===== config.mk =====
export PLATFORM = sky130hd
export DESIGN_NAME = arfs_divider
export DESIGN_NICKNAME = d
export VERILOG_FILES = /design/src/design/arfs_pkg.sv /design/src/design/arfs_divider.sv
export SDC_FILE = /design/constraint.sdc
export NUM_CORES = 1
export LEC_CHECK = 0
export BUFFER_PORTS_ARGS = -buffer_cell sky130_fd_sc_hd__buf_2
export CAP_MARGIN = 20
export CORE_UTILIZATION = 25
export CTS_CLUSTER_DIAMETER = 150
export CTS_CLUSTER_SIZE = 20
export DETAILED_ROUTE_END_ITERATION = 16
export GPL_TIMING_DRIVEN = 0
export PLACE_DENSITY = 0.41
export SLEW_MARGIN = 20
export SYNTH_ARGS = -nofsm -noshare
export SYNTH_HDL_FRONTEND = slang
export SYNTH_SLANG_ARGS = --single-unit

===== constraint.sdc =====
create_clock -name clk -period 10 [get_ports clk]
set_clock_uncertainty 0.15 [all_clocks]
set_input_delay 0.5 -clock clk [delete_from_list [all_inputs] [get_ports clk]]
set_output_delay 0.5 -clock clk [all_outputs]
set_load 0.02 [all_outputs]

===== src/design/arfs_pkg.sv =====
// Package for the aged reward flow scheduler.
// Holds sizes, mode and status codes, and the divider request and response types.
// No dependencies.
package arfs_pkg;

  localparam int MAX_FLOWS = 64;
  localparam int FLOW_AW   = 6;
  localparam int CNT_W     = 7;
  localparam int REWARD_W  = 40;
  localparam int SERVICE_W = 48;
  localparam int WEIGHT_W  = 63;
  localparam int DIVD_W    = 48;
  localparam int DIVS_W    = 49;

  typedef enum logic [2:0] {
    MODE_CLEAR      = 3'd0,
    MODE_ADD        = 3'd1,
    MODE_REMOVE     = 3'd2,
    MODE_SET_RUN    = 3'd3,
    MODE_CREDIT     = 3'd4,
    MODE_AGE        = 3'd5,
    MODE_BEST       = 3'd6,
    MODE_BEST_OTHER = 3'd7
  } mode_t;

  typedef enum logic [2:0] {
    ST_OK          = 3'd0,
    ST_FULL        = 3'd1,
    ST_BAD_INDEX   = 3'd2,
    ST_ZERO_CREDIT = 3'd3,
    ST_NOT_RUNNING = 3'd4
  } status_t;

  typedef struct packed {
    logic              start;
    logic [DIVD_W-1:0] dividend;
    logic [DIVS_W-1:0] divisor;
  } div_req_t;

  typedef struct packed {
    logic              done;
    logic [DIVD_W-1:0] quo;
    logic [DIVS_W-1:0] rem;
  } div_rsp_t;

endpackage


===== src/design/arfs_divider.sv =====
// Restoring radix-2 divider, one quotient bit per cycle.
// Depends on arfs_pkg for the request and response types.
module arfs_divider
  import arfs_pkg::*;
(
  input  logic     clk,
  input  logic     rst_n,
  input  div_req_t req,
  output div_rsp_t rsp
);

  logic              busy_r;
  logic [5:0]        cnt_r;
  logic [DIVS_W-1:0] rem_r;
  logic [DIVD_W-1:0] quo_r;
  logic [DIVS_W-1:0] d_r;
  logic              done_r;
  logic [DIVS_W:0]   trial;
  logic              take;

  assign trial = {rem_r, quo_r[DIVD_W-1]};
  assign take  = trial >= {1'b0, d_r};

  always_ff @(posedge clk) begin
    if (!rst_n) begin
      busy_r <= 1'b0;
      done_r <= 1'b0;
      cnt_r  <= '0;
    end else begin
      done_r <= 1'b0;
      if (req.start) begin
        busy_r <= 1'b1;
        cnt_r  <= '0;
        rem_r  <= '0;
        quo_r  <= req.dividend;
        d_r    <= req.divisor;
      end else if (busy_r) begin
        rem_r <= take ? DIVS_W'(trial - {1'b0, d_r}) : trial[DIVS_W-1:0];
        quo_r <= {quo_r[DIVD_W-2:0], take};
        cnt_r <= cnt_r + 6'd1;
        if (cnt_r == 6'(DIVD_W - 1)) begin
          busy_r <= 1'b0;
          done_r <= 1'b1;
        end
      end
    end
  end

  assign rsp.done = done_r;
  assign rsp.quo  = quo_r;
  assign rsp.rem  = rem_r;

endmodule


# After elaboration in Yosys (flattened, before gate mapping)
# Index checks and enable logic that the tools add are counted.
[classes]
n_addsub = 2
order_cmp = 1
n_eq_ne = 1
n_mux = 8
bitwise = 2
n_reduce_logical = 5
[op_table]
columns = ["operator", "n"]
rows = [
  ["2-to-1 mux 49 bit", 2],
  ["2-to-1 mux 48 bit", 2],
  ["greater-or-equal comparator 50 x 49 -> 1 bit", 1],
  ["subtractor 49 bit", 1],
  ["adder 6 x 1 -> 6 bit (second input constant)", 1],
  ["equality test 6 bit (second input constant)", 1],
  ["2-to-1 mux 1 bit", 4],
  ["AND reduction 2 bit", 2],
  ["OR reduction 3 bit", 1],
  ["inverter 1 bit", 2],
  ["nonzero test 2 bit", 1],
  ["OR reduction 2 bit", 1],
]
[word_totals]
reg_bits = 154
inputBits = 100
out_inout_bits = 98
elab_cells = 25

# Longest topological paths before layout
[logic_depth]
ltp_word = 4
mapped_depth = 16
ltp_nobuf = 13

# Least setup slack after synthesis
# Ideal clock, no wire load.
[synth_path]
path_kind = "reg-to-reg"
startpoint = "reg quo_r[47]"
endpoint = "reg rem_r[30], data pin"
setup_time_ns = 0.266
t_arrival_ns = 3.244
path_slack_ns = 6.340
stages_incl_launch_ff = 17
path_buffers = 3
path_cell_list = "edfxtp_1 > inv_1 > ha_1 > inv_1 > fa_1 > a21o_1 > a221oi_4 > a2bb2oi_4 > a31oi_2 > a211oi_2 > o31ai_2 > a31o_1 > buf_6 > buf_12 > buf_8 > mux2i_1 > nor2_1"
[synth_between]
elab_chain_len = 3
word_cells_on_any_way = 4
classes_between = "add/sub (1); order compare (1); mux (2)"
[synth_rtl]
columns = ["element", "line", "rtl"]
rows = [
  ["from (decl)", "arfs_divider.sv:15", "logic [DIVD_W-1:0] quo_r;"],
  ["from (signal assigned)", "arfs_divider.sv:35", "quo_r <= req.dividend;"],
  ["from (signal assigned)", "arfs_divider.sv:39", "quo_r <= {quo_r[DIVD_W-2:0], take};"],
  ["subtractor 49 bit or greater-or-equal comparator 50 x 49 -> 1 bit (tied branches)", "arfs_divider.sv:38, arfs_divider.sv:22", ""],
  ["2-to-1 mux 49 bit (*)", "arfs_divider.sv:38", "rem_r <= take ? DIVS_W'(trial - {1'b0, d_r}) : trial[DIVS_W-1:0];"],
  ["2-to-1 mux 49 bit (*)", "arfs_divider.sv:37", "end else if (busy_r) begin"],
  ["to (signal assigned)", "arfs_divider.sv:38", ""],
  ["to (decl)", "arfs_divider.sv:14", "logic [DIVS_W-1:0] rem_r;"],
]
# Every way passes the cells marked *; elsewhere a longest branch is shown, timed or not. The select of a mux whose other input is x is not followed.
# A chain may end at the register's enable or synchronous reset.

# Worst setup path after layout
[layout_path]
startpoint = "reg quo_r[47]"
endpoint = "reg rem_r[39], data pin"
# Same word-level chain as after synthesis.

==> results.md <==
- Hold Vio Cnt, Final: 0
- Most frequent cell after synthesis: edfxtp_1
- Worst EP required: 10.02 ns
- Setup Fix Bufs, Post-CTS: 0
- Crit share post-route: 41.3%
- Layout Utilization: 31.9%
- Sequential share of the synthesized area: 49.4%
- Leading area contributor after synthesis: edfxtp_1
- Max-slew headroom: 38.8%
- Post-Syn Area: 9210 sq um
- Max-cap violations: 0
- Number of cells in the finished layout apart from fillers: 1524
- Die Footprint: 37600 sq um
- Synth unique cells: 76
- Yosys reg bits: 154
- Fin crit period: 4.13 ns
- Total wire length: 27.8 mm
- Final Slew Violations: 0
- Die Wd: 194 microns
- Root Buffer: clkbuf_16
- Ranking of synthesized cells by instance count: edfxtp_1 (146), nor2_1 (87), inv_1 (64), a21oi_1 (58), ha_1 (50)
- Synthesis-to-finish area growth: 24.3%
- Cts bufs inserted: 17
- IO Count: 198
- RSZ-0062 raised after global routing: no
- Async set or reset register ratio after synthesis: 0%
- Post-CTS resize count: 0
- First-pass GRT wire length: 43.1 mm
- Via density: 4.67
- Syn Area/Cell: 11.1 sq um
- Placement Cell Area: 10900 sq um
- HPWL Detailed: 21.4 mm
- Clock Latency Late Sink: 0.45 ns
- Crit end category: register
- Starting Density: 25.6%
- CTS tree: built
- CTS Hold Bufs: 0
- Highest Clock Rate: 0.242 GHz
- Routed vias: 7113
- Crit path launch type: register
- Largest net degree at the start of global routing: 49
- Yosys warning count: 0
- Dpl cells: 1489
- Sum of negative setup slack: 0 ns
- Post-route ant nets: 0
- Max VDD drop: 0.000121 V
- Final setup violating endpoints: 0
- Initial antenna violation count: 11
- Bufs on Longest Clock Path: 2
- EDFF count, synth: 146
- Hold crit path type: in2reg
- Leakage: 4.80 nW
- Worst-margin pin slew: 0.918 ns
- All-Layer GR Usage: 15.0%
- DRC Markers: 0
- Vias in the first global route: 7507
- Core ar.: 35900 sq um
- Synth Net Count: 979
- Die height: 194 microns
- Crit path arrival time: 4.15 ns
- Post-synth top area share: 47.6%
- Row count: 69
- PortBufs: 197
- Main synth FF type: edfxtp_1
- Synth top area cells: edfxtp_1 (48%), ha_1 (6.8%), mux2_2 (5.9%), mux2i_1 (3.8%), nor2_1 (3.5%)
- Critical path type: reg2reg
- Max Fanout on Critical Path: 10
- Design Area, Final: 11400 sq um
- Post-place setup slack: 5.84 ns
- Outcome: completed
- DR WL/cell: 18.2 microns
- Clock Pin Slew Worst Setup and Hold Paths: 0.07 ns
- Router iterations before antenna repair: 4
- Placer Congestion: 0.814
- Clock Sink Count: 154
- PD cells: 180 nW/um^2
- Synth Instances: 828
- Final setup margin: 5.87 ns
- GRT overflow: 0
- Clock H-tree levels: 4
- Initial DRC count: 349
- Share of post-route cells with drive strength above 1: 30.0%
- Final net count: 1198
-- critical path: stages, from the launching register on --
cell and delay, ns:
edfxtp_1 0.45, inv_1 0.09, ha_1 0.16, inv_1 0.05
fa_1 0.41, a21o_1 0.24, a221oi_4 0.40, a2bb2oi_4 0.23
a31oi_2 0.16, a211oi_2 0.43, o31ai_2 0.18, a31o_1 0.24
buf_6 0.13, buf_12 0.15, buf_8 0.15, mux2i_1 0.16
nor2_1 0.06
-- state kept, by name, summed over array words and instances, names as in the netlist --
signal	cells
d_r	49
rem_r	49
quo_r	48
cnt_r	6
busy_r	1
done_r	1
-- kinds of logic after synthesis --
group | count (synthesis) | share of synthesized area [%]
AND/OR/NAND/NOR | 210 | 10.5
AO/OA/AOI/OAI | 181 | 14.2
flip-flops | 154 | 49.4
buffers and inverters | 103 | 4.92
multiplexers | 83 | 9.68
adder cells (fa/ha/maj) | 51 | 7.01
XOR/XNOR | 46 | 4.38
-- where the power goes --
group	internal, mW	switching [mW]
sequential	0.774	0.0313
combinational	0.238	0.357
clock	0.372	0.291
-- metrics by stage --
step	total power [mW]	hold slack [ns]
2_1_floorplan	1.24	0.300
3_3_place_gp	1.42	0.325
3_5_place_dp	1.42	0.345
4_1_cts	2.09	0.0501
5_1_grt	2.18	0.0385
6_report	2.06	0.0765
-- cells in the final DEF (no fill, tap or decap), types with 4 or more instances in the layout --
master | synthesis | final
o21bai_1 | 7 | 7
and3_1 | 7 | 7
xor2_1 | 20 | 20
xnor2_1 | 26 | 26
nor2b_1 | 4 | 4
clkbuf_1 | 27 | 30
mux2_2 | 48 | 48
edfxtp_1 | 146 | 146
clkbuf_16 | 0 | 17
dfxtp_1 | 8 | 8
o21a_1 | 9 | 8
nor3_1 | 10 | 10
inv_1 | 64 | 64
a211oi_1 | 8 | 8
or2_2 | 4 | 4
mux2i_1 | 35 | 35
a21o_1 | 15 | 15
o21ai_0 | 25 | 25
nand3_1 | 11 | 11
a211oi_2 | 11 | 11
a21oi_1 | 58 | 58
buf_2 | 4 | 201
a31oi_1 | 6 | 6
nand2_1 | 49 | 49
nor2_1 | 87 | 87
nand4_1 | 17 | 17
ha_1 | 50 | 50
-- area by class of cell --
type | count | area [sq um]
fill | 3763 | 24500
sequential | 154 | 4540
multi-input combinational | 571 | 4220
timing repair buffer | 200 | 1060
tap | 461 | 577
clock buffer | 20 | 437
inverter | 64 | 240
buffer | 39 | 213
clock inverter | 12 | 143
antenna | 3 | 7.51
-- metal layers --
metal | track usage [%] | part of all wire [%] | vias up
li1 | - | - | 3474
met3 | 6.75 | 8.2 | 33
met5 | 0 | 0.35 | -
met1 | 18.4 | 45 | 3400
met2 | 24.1 | 45 | 190
met4 | 3.47 | 1.1 | 16
-- final timing paths --
check | slack [ns] | from | cells after the start | to
setup reg to reg | 5.87 | quo_r[47] | 16 | rem_r[39]
hold / removal | 0.08 | req[35] | 1 | d_r[35]
hold reg to reg | 0.35 | cnt_r[5] | 2 | cnt_r[5]
setup / recovery | 5.87 | quo_r[47] | 16 | rem_r[39]
Note: power is estimated with default switching activity, not from simulation.
